[src/qtl_pkg.sv]
`timescale 1ns / 1ps

package qtl_pkg;

    localparam logic [3:0] KIND_END    = 4'd0;
    localparam logic [3:0] KIND_COLON  = 4'd1;
    localparam logic [3:0] KIND_OPEN   = 4'd2;
    localparam logic [3:0] KIND_CLOSE  = 4'd3;
    localparam logic [3:0] KIND_QUOTED = 4'd4;
    localparam logic [3:0] KIND_SIMPLE = 4'd5;
    localparam logic [3:0] KIND_AND    = 4'd6;
    localparam logic [3:0] KIND_OR     = 4'd7;
    localparam logic [3:0] KIND_NOT    = 4'd8;

    localparam int MAX_RES   = 5;
    localparam int RES_IDX_W = 3;

    typedef struct packed {
        logic [3:0] kind;
        logic       has_char;
        logic [7:0] char_value;
        logic       token_done;
    } qtl_res_t;

    typedef struct packed {
        logic [RES_IDX_W-1:0]      count;
        qtl_res_t [MAX_RES-1:0]    res;
    } qtl_cmd_t;

    function automatic qtl_res_t mk_res(input logic [3:0] kind, input logic has_char,
                                        input logic [7:0] char_value, input logic done);
        qtl_res_t r;
        r.kind       = kind;
        r.has_char   = has_char;
        r.char_value = has_char ? char_value : 8'h00;
        r.token_done = done;
        return r;
    endfunction

endpackage

[src/qtl_front.sv]
`timescale 1ns / 1ps

module qtl_front (
    input  logic            aclk,
    input  logic            aresetn,
    input  logic [7:0]      in_char,
    input  logic            in_accept,
    output logic            wr_en,
    output qtl_pkg::qtl_cmd_t wr_cmd
);
    import qtl_pkg::*;

    localparam logic [1:0] MODE_IDLE   = 2'd0;
    localparam logic [1:0] MODE_QUOTED = 2'd1;
    localparam logic [1:0] MODE_SIMPLE = 2'd2;

    localparam logic [2:0] PFX_DEPTH = 3'd3;
    localparam logic [2:0] PFX_FLUSHED = 3'd4;

    localparam logic [7:0] CH_NUL   = 8'h00;
    localparam logic [7:0] CH_TAB   = 8'h09;
    localparam logic [7:0] CH_VTAB  = 8'h0B;
    localparam logic [7:0] CH_SPACE = 8'h20;
    localparam logic [7:0] CH_QUOTE = 8'h22;
    localparam logic [7:0] CH_OPEN  = 8'h28;
    localparam logic [7:0] CH_CLOSE = 8'h29;
    localparam logic [7:0] CH_COLON = 8'h3A;
    localparam logic [7:0] CH_UP_A  = 8'h41;
    localparam logic [7:0] CH_UP_Z  = 8'h5A;
    localparam logic [7:0] CH_LO_A  = 8'h61;
    localparam logic [7:0] CH_LO_D  = 8'h64;
    localparam logic [7:0] CH_LO_N  = 8'h6E;
    localparam logic [7:0] CH_LO_O  = 8'h6F;
    localparam logic [7:0] CH_LO_R  = 8'h72;
    localparam logic [7:0] CH_LO_T  = 8'h74;

    logic [1:0] mode_reg, mode_next;
    logic [2:0] cnt_reg, cnt_next;
    logic [7:0] pfx_reg [3];
    logic [7:0] pfx_next [3];

    logic       is_blank, is_punct, is_term, run_idle;
    logic [7:0] f0, f1, f2;
    logic [3:0] kw_kind;
    logic       kw_hit;
    logic [RES_IDX_W-1:0] n;
    qtl_res_t [MAX_RES-1:0] res;

    function automatic logic [7:0] fold(input logic [7:0] c);
        return (c >= CH_UP_A && c <= CH_UP_Z) ? c + 8'd32 : c;
    endfunction

    always_comb begin
        is_blank = (in_char == CH_SPACE) || (in_char == CH_TAB) || (in_char == CH_VTAB);
        is_punct = (in_char == CH_COLON) || (in_char == CH_OPEN) || (in_char == CH_CLOSE);
        is_term  = (in_char == CH_NUL) || is_blank || is_punct;
        f0 = fold(pfx_reg[0]);
        f1 = fold(pfx_reg[1]);
        f2 = fold(pfx_reg[2]);
        kw_hit  = 1'b1;
        kw_kind = KIND_OR;
        if (cnt_reg == 3'd2 && f0 == CH_LO_O && f1 == CH_LO_R) begin
            kw_kind = KIND_OR;
        end else if (cnt_reg == PFX_DEPTH && f0 == CH_LO_A && f1 == CH_LO_N && f2 == CH_LO_D) begin
            kw_kind = KIND_AND;
        end else if (cnt_reg == PFX_DEPTH && f0 == CH_LO_N && f1 == CH_LO_O && f2 == CH_LO_T) begin
            kw_kind = KIND_NOT;
        end else begin
            kw_hit = 1'b0;
        end
    end

    always_comb begin
        res       = '0;
        n         = '0;
        mode_next = mode_reg;
        cnt_next  = cnt_reg;
        pfx_next  = pfx_reg;
        run_idle  = 1'b0;
        case (mode_reg)
            MODE_QUOTED: begin
                if (in_char == CH_QUOTE || in_char == CH_NUL) begin
                    res[0]    = mk_res(KIND_QUOTED, 1'b0, 8'h00, 1'b1);
                    n         = 3'd1;
                    mode_next = MODE_IDLE;
                    if (in_char == CH_NUL) begin
                        res[1] = mk_res(KIND_END, 1'b0, 8'h00, 1'b1);
                        n      = 3'd2;
                    end
                end else begin
                    res[0] = mk_res(KIND_QUOTED, 1'b1, in_char, 1'b0);
                    n      = 3'd1;
                end
            end
            MODE_SIMPLE: begin
                if (is_term) begin
                    if (kw_hit) begin
                        res[0] = mk_res(kw_kind, 1'b0, 8'h00, 1'b1);
                        n      = 3'd1;
                    end else begin
                        if (cnt_reg <= PFX_DEPTH) begin
                            for (int i = 0; i < 3; i++) begin
                                if (3'(i) < cnt_reg) begin
                                    res[n] = mk_res(KIND_SIMPLE, 1'b1, pfx_reg[i], 1'b0);
                                    n      = n + 3'd1;
                                end
                            end
                        end
                        res[n] = mk_res(KIND_SIMPLE, 1'b0, 8'h00, 1'b1);
                        n      = n + 3'd1;
                    end
                    mode_next = MODE_IDLE;
                    cnt_next  = '0;
                    run_idle  = 1'b1;
                end else if (cnt_reg < PFX_DEPTH) begin
                    pfx_next[cnt_reg[1:0]] = in_char;
                    cnt_next               = cnt_reg + 3'd1;
                end else if (cnt_reg == PFX_DEPTH) begin
                    for (int i = 0; i < 3; i++) begin
                        res[i] = mk_res(KIND_SIMPLE, 1'b1, pfx_reg[i], 1'b0);
                    end
                    res[3]   = mk_res(KIND_SIMPLE, 1'b1, in_char, 1'b0);
                    n        = 3'd4;
                    cnt_next = PFX_FLUSHED;
                end else begin
                    res[0] = mk_res(KIND_SIMPLE, 1'b1, in_char, 1'b0);
                    n      = 3'd1;
                end
            end
            default: begin
                mode_next = MODE_IDLE;
                run_idle  = 1'b1;
            end
        endcase

        if (run_idle && !is_blank) begin
            case (in_char)
                CH_NUL: begin
                    res[n] = mk_res(KIND_END, 1'b0, 8'h00, 1'b1);
                    n      = n + 3'd1;
                end
                CH_COLON: begin
                    res[n] = mk_res(KIND_COLON, 1'b0, 8'h00, 1'b1);
                    n      = n + 3'd1;
                end
                CH_OPEN: begin
                    res[n] = mk_res(KIND_OPEN, 1'b0, 8'h00, 1'b1);
                    n      = n + 3'd1;
                end
                CH_CLOSE: begin
                    res[n] = mk_res(KIND_CLOSE, 1'b0, 8'h00, 1'b1);
                    n      = n + 3'd1;
                end
                CH_QUOTE: begin
                    mode_next = MODE_QUOTED;
                end
                default: begin
                    mode_next   = MODE_SIMPLE;
                    pfx_next[0] = in_char;
                    cnt_next    = 3'd1;
                end
            endcase
        end
    end

    assign wr_en        = in_accept && (n != '0);
    assign wr_cmd.count = n;
    assign wr_cmd.res   = res;

    always_ff @(posedge aclk) begin
        if (!aresetn) begin
            mode_reg <= MODE_IDLE;
            cnt_reg  <= '0;
        end else if (in_accept) begin
            mode_reg <= mode_next;
            cnt_reg  <= cnt_next;
        end
    end

    always_ff @(posedge aclk) begin
        if (in_accept) begin
            pfx_reg <= pfx_next;
        end
    end

endmodule

[src/qtl_fifo.sv]
`timescale 1ns / 1ps

module qtl_fifo #(
    parameter int DEPTH = 4
) (
    input  logic              aclk,
    input  logic              aresetn,
    input  logic              wr_en,
    input  qtl_pkg::qtl_cmd_t wr_cmd,
    output logic              full,
    input  logic              rd_en,
    output logic              rd_valid,
    output qtl_pkg::qtl_cmd_t rd_cmd
);
    import qtl_pkg::*;

    localparam int PTR_W = (DEPTH > 1) ? $clog2(DEPTH) : 1;
    localparam int CNT_W = $clog2(DEPTH + 1);
    localparam logic [PTR_W-1:0] PTR_LAST = PTR_W'(DEPTH - 1);
    localparam logic [CNT_W-1:0] CNT_FULL = CNT_W'(DEPTH);

    qtl_cmd_t          mem_reg [DEPTH];
    logic [PTR_W-1:0]  wr_ptr_reg, rd_ptr_reg;
    logic [CNT_W-1:0]  count_reg;

    assign full     = (count_reg == CNT_FULL);
    assign rd_valid = (count_reg != '0);
    assign rd_cmd   = mem_reg[rd_ptr_reg];

    always_ff @(posedge aclk) begin
        if (!aresetn) begin
            wr_ptr_reg <= '0;
            rd_ptr_reg <= '0;
            count_reg  <= '0;
        end else begin
            if (wr_en) begin
                wr_ptr_reg <= (wr_ptr_reg == PTR_LAST) ? '0 : wr_ptr_reg + 1'b1;
            end
            if (rd_en) begin
                rd_ptr_reg <= (rd_ptr_reg == PTR_LAST) ? '0 : rd_ptr_reg + 1'b1;
            end
            if (wr_en && !rd_en) begin
                count_reg <= count_reg + 1'b1;
            end else if (rd_en && !wr_en) begin
                count_reg <= count_reg - 1'b1;
            end
        end
    end

    always_ff @(posedge aclk) begin
        if (wr_en) begin
            mem_reg[wr_ptr_reg] <= wr_cmd;
        end
    end

`ifndef SYNTHESIS
    a_no_overflow: assert property (@(posedge aclk) disable iff (!aresetn)
        !(wr_en && full && !rd_en))
        else $error("queue write while full");
    a_no_underflow: assert property (@(posedge aclk) disable iff (!aresetn)
        !(rd_en && !rd_valid))
        else $error("queue read while empty");
    a_count_range: assert property (@(posedge aclk) disable iff (!aresetn)
        count_reg <= CNT_FULL)
        else $error("queue count out of range");
    a_count_step: assert property (@(posedge aclk) disable iff (!aresetn)
        (wr_en && !rd_en) |=> (count_reg == $past(count_reg) + 1'b1))
        else $error("queue count did not advance on write");
`endif

endmodule

[src/qtl_back.sv]
`timescale 1ns / 1ps

module qtl_back (
    input  logic              aclk,
    input  logic              aresetn,
    input  logic              q_valid,
    input  qtl_pkg::qtl_cmd_t q_cmd,
    output logic              q_pop,
    output logic [7:0]        m_tdata,   // char_value
    output logic [5:0]        m_tuser,   // token_kind[3:0], has_char[4], token_done[5]
    output logic              m_tlast,   // last result of the input byte
    output logic              m_tvalid,
    input  logic              m_tready
);
    import qtl_pkg::*;

    logic [RES_IDX_W-1:0] idx_reg;
    logic                 valid_reg;
    logic [7:0]           data_reg;
    logic [5:0]           user_reg;
    logic                 last_reg;
    logic                 load, is_end;
    qtl_res_t             cur;

    assign load   = !valid_reg || m_tready;
    assign cur    = q_cmd.res[idx_reg];
    assign is_end = (idx_reg == q_cmd.count - 1'b1);
    assign q_pop  = load && q_valid && is_end;

    always_ff @(posedge aclk) begin
        if (!aresetn) begin
            valid_reg <= 1'b0;
            idx_reg   <= '0;
        end else if (load) begin
            valid_reg <= q_valid;
            if (q_valid) begin
                idx_reg <= is_end ? '0 : idx_reg + 1'b1;
            end
        end
    end

    always_ff @(posedge aclk) begin
        if (load && q_valid) begin
            data_reg <= cur.char_value;
            user_reg <= {cur.token_done, cur.has_char, cur.kind};
            last_reg <= is_end;
        end
    end

    assign m_tvalid = valid_reg;
    assign m_tdata  = data_reg;
    assign m_tuser  = user_reg;
    assign m_tlast  = last_reg;

endmodule

[src/query_token_lexer.sv]
`timescale 1ns / 1ps
// An accepted byte's results are written into the command queue, then into the output register.
// Throughput: one byte per cycle while the queue is not full (s_tready high).
// The command queue holds FIFO_DEPTH commands, each of up to five results of one byte.
// The single output register sets the rate: one result per cycle while m_tready is high.
// Reset: synchronous, active low; lexer idle, held count zero, queue and output empty.

module query_token_lexer #(
    parameter int FIFO_DEPTH = 4
) (
    input  logic       aclk,
    input  logic       aresetn,
    input  logic [7:0] s_tdata,    // in_char
    input  logic       s_tvalid,
    output logic       s_tready,
    output logic [7:0] m_tdata,    // char_value
    output logic [5:0] m_tuser,    // token_kind[3:0], has_char[4], token_done[5]
    output logic       m_tlast,    // last
    output logic       m_tvalid,
    input  logic       m_tready
);
    import qtl_pkg::*;

    logic     q_full, q_wr, q_valid, q_pop;
    qtl_cmd_t q_wr_cmd, q_rd_cmd;

    assign s_tready = !q_full;

    qtl_front u_front (
        .aclk      (aclk),
        .aresetn   (aresetn),
        .in_char   (s_tdata),
        .in_accept (s_tvalid && s_tready),
        .wr_en     (q_wr),
        .wr_cmd    (q_wr_cmd)
    );

    qtl_fifo #(
        .DEPTH (FIFO_DEPTH)
    ) u_fifo (
        .aclk     (aclk),
        .aresetn  (aresetn),
        .wr_en    (q_wr),
        .wr_cmd   (q_wr_cmd),
        .full     (q_full),
        .rd_en    (q_pop),
        .rd_valid (q_valid),
        .rd_cmd   (q_rd_cmd)
    );

    qtl_back u_back (
        .aclk     (aclk),
        .aresetn  (aresetn),
        .q_valid  (q_valid),
        .q_cmd    (q_rd_cmd),
        .q_pop    (q_pop),
        .m_tdata  (m_tdata),
        .m_tuser  (m_tuser),
        .m_tlast  (m_tlast),
        .m_tvalid (m_tvalid),
        .m_tready (m_tready)
    );

endmodule
[config.mk]
export PLATFORM = sky130hd
export DESIGN_NAME = query_token_lexer
export DESIGN_NICKNAME = d
export VERILOG_FILES = /design/src/qtl_pkg.sv /design/src/qtl_front.sv /design/src/qtl_fifo.sv /design/src/qtl_back.sv /design/src/query_token_lexer.sv
export SDC_FILE = /design/constraint.sdc
export NUM_CORES = 1
export LEC_CHECK = 0
export BUFFER_PORTS_ARGS = -buffer_cell sky130_fd_sc_hd__buf_2
export CAP_MARGIN = 20
export CORE_ASPECT_RATIO = 0.9
export CORE_UTILIZATION = 55
export DETAILED_ROUTE_END_ITERATION = 10
export PLACE_DENSITY = 0.83
export SETUP_SLACK_MARGIN = 0.3
export SLEW_MARGIN = 20
export SYNTH_ARGS = -nofsm -noshare
export SYNTH_HDL_FRONTEND = slang
export SYNTH_SLANG_ARGS = --single-unit
[constraint.sdc]
create_clock -name aclk -period 4.3 [get_ports aclk]
set_input_delay 0.215 -clock aclk [delete_from_list [all_inputs] [get_ports aclk]]
set_output_delay 0.215 -clock aclk [all_outputs]
set_load 0.03 [all_outputs]
==> Word level (Yosys, flattened, before mapping) <==
Memories as Yosys holds them, arrays and structs flattened. A register that Yosys moved wholly into a read port is not among the register bits.
Cells that the tools add are included.
{ "classes": {"addsub": 14, "magnitude_cmp": 22, "n_eq_ne": 23, "muxes": 104, "bitwise": 17, "n_reduce_logical": 44} }
{ "op_table": {"columns": ["op", "count"], "rows": [
  ["70-bit 2-to-1 mux", 11],
  ["70-bit one-hot mux with 4 select lines", 1],
  ["14-bit demux with 3-bit select", 4],
  ["14-bit 2-to-1 mux", 11],
  ["70-bit bitwise mux", 2],
  ["60-bit AND", 2],
  ["60-bit inverter", 2],
  ["56-bit 2-to-1 mux", 2],
  ["55-bit AND", 2],
  ["55-bit inverter", 2],
  ["3-bit 2-to-1 mux", 29],
  ["24-bit 2-to-1 mux", 3],
  ["65-bit AND", 1],
  ["65-bit inverter", 1],
  ["8-bit by 7-bit == test with 1-bit output (second input constant)", 8],
  ["28-bit one-hot mux with 2 select lines", 1],
  ["55-bit 2-to-1 mux", 1],
  ["8-bit 2-to-1 mux", 6],
  ["14-bit binary-select mux with 3-bit select", 1],
  ["42-bit 2-to-1 mux", 1],
  ["41-bit 2-to-1 mux", 1],
  ["8-bit by 6-bit == test with 1-bit output (second input constant)", 5],
  ["15-bit OR", 2],
  ["8-bit by 6-bit adder with 8-bit output (second input constant)", 3],
  ["other kinds (44)", 122]
]} }
{ "totals": {"register_bits": 55, "ramBits": 292, "in_bits": 12, "out_inout_bits": 17, "word_cells": 238, "n_memories": 1} }
{ "mem_list": {"columns": ["name", "words", "width", "rd", "rd_clocked_by_memory_dff", "wr", "line", "source"], "rows": [
  ["u_fifo.mem_reg", 4, 73, 1, 1, 1, "qtl_fifo.sv:22", "qtl_cmd_t mem_reg [DEPTH];"]
]} }

==> Depth between registers and ports, before layout <==
{ "depth": {"word_depth": 38, "depth_mapped": 20, "mapped_depth_nobuf": 19} }

==> Modules after synthesis <==
A second synthesis with hierarchy kept.
{ "hier_totals": {"cells_unflattened": 840, "hier_area_um2": 15313.4} }
{ "modules_own_cells": {"columns": ["module", "instances", "cells_each", "area_per_inst_um2", "seq_area_each_um2"], "rows": [
  ["qtl_fifo", 1, 425, 11066.9, 8948.6],
  ["qtl_front", 1, 331, 3007.9, 820.8],
  ["qtl_back", 1, 82, 1228.7, 530.5],
  ["query_token_lexer", 1, 2, 10.0, 0.0]
]} }

==> Worst setup path before layout <==
Ideal clock, no wire load.
{ "synth_path": {"path_kind": "register -> register", "startpoint": "register u_front.cnt_reg[0]", "endpoint": "memory u_fifo.mem_reg[1][0] in the netlist's numbering, enable pin", "setup_ps": 424, "t_arrival_ps": 4254, "required_time_ps": 3876, "setup_slack_ps": -378, "stages_incl_launch_ff": 16, "path_buffers": 1, "period_less_slack_ps": 4678, "cell_sequence": "dfxtp_1 -> ha_1 -> ha_1 -> nor4bb_1 -> o2111a_1 -> a21oi_1 -> nand2b_1 -> buf_6 -> a31oi_4 -> inv_2 -> ha_1 -> nor2_1 -> a21oi_1 -> o21ai_1 -> a21oi_2 -> and2_1"} }
{ "synth_between": {"elab_chain_cells": 29, "elab_cells_between_ends": 48, "classes_between": "add/sub (4); order compare (5); eq/ne (2); mux (27); reduce/logical (10)"} }
{ "synth_lines": {"columns": ["element", "line", "source"], "rows": [
  ["start, declared", "qtl_front.sv:38", "logic [2:0] cnt_reg, cnt_next;"],
  ["start signal, assigned", "qtl_front.sv:176", "cnt_reg <= cnt_next;"],
  ["1-bit by 3-bit less-than comparator with 1-bit output", "qtl_front.sv:103", "if (3'(i) < cnt_reg) begin"],
  ["1-bit 2-to-1 mux", "qtl_front.sv:103", null],
  ["3-bit 2-to-1 mux", "qtl_front.sv:101", "if (cnt_reg <= PFX_DEPTH) begin"],
  ["3-bit 2-to-1 mux", "qtl_front.sv:97", "if (kw_hit) begin"],
  ["3-bit 2-to-1 mux", "qtl_front.sv:96", "if (is_term) begin"],
  ["3-bit 2-to-1 mux", "qtl_front.sv:80", "case (mode_reg)"],
  ["3-bit by 1-bit adder with 3-bit output", "qtl_front.sv:105", "n = n + 3'd1;"],
  ["3-bit 2-to-1 mux", "qtl_front.sv:103", null],
  ["[... 14 more ...]", null, null],
  ["3-bit by 1-bit adder with 3-bit output", null, null],
  ["3-bit 2-to-1 mux", null, null],
  ["3-bit 2-to-1 mux (*)", "qtl_front.sv:136", "if (run_idle && !is_blank) begin"],
  ["3-bit nonzero test (*)", "qtl_front.sv:166", "assign wr_en = in_accept && (n != '0);"],
  ["1-bit logical AND (*)", "qtl_front.sv:166", null],
  ["via q_wr", "query_token_lexer.sv:24", "logic q_full, q_wr, q_valid, q_pop;"],
  ["1-bit 2-to-1 mux (*)", "qtl_fifo.sv:51", "if (wr_en) begin"],
  ["1-bit 2-to-1 mux (not written as such) (*)", "qtl_fifo.sv:52", "mem_reg[wr_ptr_reg] <= wr_cmd;"],
  ["end, declared", "qtl_fifo.sv:22", null]
]} }
The timed path passes the listed nets; every way through them passes the cells marked *. The select of a mux whose other input is x is not followed.

==> Worst setup path after layout <==
{ "layout_path": {"startpoint": "register u_front.pfx_reg[14] in the netlist's numbering", "endpoint": "register u_fifo.count_reg[2]"} }
{ "layout_between": {"elab_chain_cells": 20, "elab_cells_between_ends": 29, "classes_between": "add/sub (2); order compare (2); eq/ne (3); mux (10); reduce/logical (12)"} }
{ "layout_lines": {"columns": ["element", "line", "source"], "rows": [
  ["start, declared", "qtl_front.sv:39", "logic [7:0] pfx_reg [3];"],
  ["start signal, assigned", "qtl_front.sv:182", "pfx_reg <= pfx_next;"],
  ["8-bit by 7-bit greater-or-equal comparator with 1-bit output / 8-bit by 7-bit <= comparator with 1-bit output (equally long branches)", "qtl_front.sv:50", "return (c >= CH_UP_A && c <= CH_UP_Z) ? c + 8'd32 : c;"],
  ["1-bit logical AND", "qtl_front.sv:50", null],
  ["8-bit 2-to-1 mux (*)", "qtl_front.sv:50", null],
  ["8-bit by 7-bit == test with 1-bit output", "qtl_front.sv:66", "end else if (cnt_reg == PFX_DEPTH && f0 == CH_LO_N && f1 == CH_LO_O && f2 == CH_LO_T) begin"],
  ["1-bit logical AND (2 in series)", "qtl_front.sv:66", null],
  ["1-bit 2-to-1 mux", "qtl_front.sv:66", null],
  ["1-bit 2-to-1 mux", "qtl_front.sv:64", "end else if (cnt_reg == PFX_DEPTH && f0 == CH_LO_A && f1 == CH_LO_N && f2 == CH_LO_D) begin"],
  ["1-bit 2-to-1 mux (*)", "qtl_front.sv:62", "if (cnt_reg == 3'd2 && f0 == CH_LO_O && f1 == CH_LO_R) begin"],
  ["[... 4 more ...]", null, null],
  ["3-bit 2-to-1 mux", null, null],
  ["3-bit 2-to-1 mux (*)", "qtl_front.sv:136", null],
  ["3-bit nonzero test (*)", "qtl_front.sv:166", null],
  ["1-bit logical AND (*)", "qtl_front.sv:166", null],
  ["via q_wr", "query_token_lexer.sv:24", null],
  ["1-bit logical NOT", "qtl_fifo.sv:44", "end else if (rd_en && !wr_en) begin"],
  ["1-bit logical AND", "qtl_fifo.sv:44", null],
  ["2-bit nonzero test (no line)", null, null],
  ["end signal, assigned", "qtl_fifo.sv:43", "count_reg <= count_reg + 1'b1;"],
  ["end signal, assigned", "qtl_fifo.sv:45", "count_reg <= count_reg - 1'b1;"],
  ["end, declared", "qtl_fifo.sv:24", "logic [CNT_W-1:0] count_reg;"]
]} }
The timed path passes the listed nets; every way through them passes the cells marked *.
A chain may end at the register's enable or synchronous reset.

==> qor.txt <==
Status -> finished, final reports clean
Worst Path Required -> 4790 ps
CP endpoint -> u_fifo.count_reg[2]
Initial antenna violation count -> 0
Die Height -> 148 µm
Final worst slack -> 514 ps
Final wirelength -> 30200 µm
Via count -> 7580
Fin crit period -> 3790 ps
Largest net degree at the start of global routing -> 61
FP Rows -> 53
Final setup TNS -> 0 ps
Post-Synthesis Cell Area -> 13100 µm²
Synthesized flop and latch total -> 297
Clk buf depth -> 3
Unrepaired setup endpoints after global routing -> false
Fraction of registers with async set/reset -> 0%
Clk_skew -> 21.0 ps
Max-Cap Viols -> 0
Slew Limit Headroom -> 43.1%
CTS buffer count -> 30
CP Launch Point -> u_front.pfx_reg[14]
DP Wirelength -> 18500 µm
Clock latency on the worst-skew pair -> 560 ps
Final Max Slew Viols -> 0
WL per Instance -> 25.7 µm
Origin of the critical flop-to-flop path -> u_front.pfx_reg[14]
Worst Tran Pin Value -> 847 ps
CTS tree -> built
Fin. Hold Viols -> 0
Max reg flops -> 240
Routed met2 length -> 14400 µm
Vias per cell -> 6.45
Drt drc -> 0
Die area -> 24400 µm²
Final setup fails -> 0
Fmax achieved -> 264 MHz
CP Data Arrival Time -> 4270 ps
Clk Tree Root Cell -> clkbuf_16
Vias in the first global route -> 7389
Synth-to-Final Area Change -> 14.0%
Cell Count, Final, Fillers Out -> 1175
Sequential area share after synthesis -> 66.9%
R2R Path End -> u_fifo.count_reg[2]
Pre-CTS setup slack -> 222 ps
DIE WIDTH -> 164 µm
Count of input and output buffers -> 28
Primary FF master, synth -> edfxtp_1
H-tree levels -> 1
Reg2Reg Setup Slack -> 510 ps
First-pass GRT wire length -> 45100 µm
Clock sink count -> 297
Dpl cells -> 1106
# IOs -> 29
Initial core utilization -> 55.9%
Clk slew on worst S/H paths -> 60 ps
Syn Inst Count -> 779
Post-synth EDFFs -> 279
Synth Area per Inst -> 16.8 µm²
P_leak -> 0.00503 µW
GRT Resource Usage Total -> 25.4%
DRC marker count from the first detailed-route iteration -> 745
Critical path startpoint category -> flip-flop
Core ar. -> 23300 µm²
Met1 wire length -> 12600 µm
WL met3 -> 2310 µm
Drt pass-1 iters -> 5
Max FO, Critical Path -> 5
Fillcell total -> 1623
Layout cell share with drive strength beyond 1 -> 28.4%
Final GP Congestion -> 0.897
Synth warnings -> 0
Final net count -> 887
Diode count -> 0
Antenna Nets Post-Route -> 0
Grt total ovfl -> 0
Top Metal Used -> met4
Crit share post-route -> 88.0%
R2r worst-path depth -> 18
Crit end category -> flip-flop
Synth cell types -> 78
Maximum VDD drop -> 0.294 mV
P per Cell Area -> 386 nW/µm²
Critical path class -> reg2reg
Hold Path Class -> in2reg
[worst max-delay path, cell delays in order (launching register included)]
cell,delay (ps)
edfxtp_1,400
ha_2,220
xnor2_2,160
o211ai_1,190
a2111oi_4,360
nand2b_1,200
a31oi_4,190
inv_2,80
ha_1,270
nor2_1,60
a21oi_1,160
o21ai_1,80
a21oi_2,160
ha_2,210
inv_1,50
fa_2,340
xor2_1,170
or3_1,300
a21boi_1,120
[metal layers]
metal	global-route usage [%]	vias up
met5	0	-
met4	7.43	0
met3	4.04	74
met2	40.4	384
met1	36.8	3893
li1	-	3229
[timing repair]
item                                    4_1_cts  5_1_grt
pin swaps                                     9       15
hold buffers                                  3        0
resized for setup                             4       15
endpoints found under the setup margin        1      159
endpoints found under the hold margin         5        0
buffers inserted                              7        7
[how the worst min path moves through the flow]
stage / start / to / slack, ps / cells past startpoint
after floorplan: s_tdata[0] / u_front.pfx_reg[0] / 310 / 0
after global placement: u_back.m_tvalid / u_back.m_tvalid / 480 / 2
after detailed placement: u_back.m_tvalid / u_back.m_tvalid / 490 / 2
after CTS: s_tdata[6] / u_front.pfx_reg[14] / 0.2 / 1
after global routing: s_tdata[6] / u_front.pfx_reg[14] / 20 / 1
final: s_tdata[6] / u_front.pfx_reg[14] / 20 / 1
[kinds of logic (layout without fill, tap and decap cells)]
| kind of cell | Yosys count | count (layout) | synth area share (%) |
|---|---|---|---|
| fa+ha+maj | 22 | 22 | 2.17 |
| simple gates | 214 | 214 | 9.24 |
| mux | 86 | 86 | 13.7 |
| compound gates | 88 | 88 | 5.11 |
| other cells | 1 | 4 | 0.0287 |
| xor+xnor | 12 | 12 | 0.805 |
| buf+inv | 59 | 150 | 2.04 |
| flops | 297 | 297 | 66.9 |
[metrics by stage]
stage	total power [µW]	cell area [µm²]	hold slack (ps)	util (%)
after floorplan	3330	13100	314	-
after global placement	3380	13800	475	59.0
after detailed placement	3380	13800	490	59.0
after CTS	5760	14800	0.157	63.2
after global routing	5900	14900	20.0	63.8
final	5750	14900	22.2	63.8
[cell usage after synthesis (4+ instances only)]
cell	count	share of area (%)
and3b_1	4	0.27
nor2b_1	25	1.2
mux2i_1	5	0.38
nand4_1	5	0.24
nor3_1	13	0.50
nor2_1	40	1.2
xnor2_1	8	0.54
xor2_1	4	0.27
edfxtp_1	279	64
buf_4	4	0.23
buf_2	6	0.23
mux2_2	8	0.69
and3_1	11	0.53
and2_4	8	0.54
dfxtp_1	18	2.8
nor4_1	4	0.19
mux4_2	73	13
inv_1	23	0.66
o211ai_1	5	0.29
and4_1	5	0.34
o21ai_0	18	0.69
a22oi_1	10	0.58
ha_1	21	2.0
nand3_1	14	0.54
and2_1	17	0.81
a21oi_1	15	0.58
clkbuf_1	21	0.60
nand2_1	39	1.1
[final cells by class]
cell class / instances / area, µm² / area share, %
multi-input cells: 426 / 4190 / 28.1
flip-flops and latches: 297 / 8750 / 58.8
clock buffers: 34 / 766 / 5.14
inverters: 24 / 90.1 / 0.605
repair buffers: 74 / 581 / 3.90
clock inverters: 18 / 133 / 0.891
well taps: 302 / 378 / 2.54
[cells in the final DEF, fill, tap and decap left out, types with 13 or more instances in the layout]
cell type and n:
nand2_1 39, buf_4 36, buf_2 28, nand3_1 14, dfxtp_1 14, o21ai_0 17, nor2b_1 25, and2_1 13
ha_1 17, edfxtp_1 279, inv_1 21, mux4_2 73, clkbuf_16 30, nor2_1 40, a21oi_1 13
[power by group]
part | total (µW) | switching [µW] | internal [µW]
registers | 3150 | 13.9 | 3140
clock network | 2410 | 1080 | 1340
logic | 181 | 111 | 70.6
total | 5750 | 1200 | 4550
Note: power is estimated with default switching activity, not from simulation.
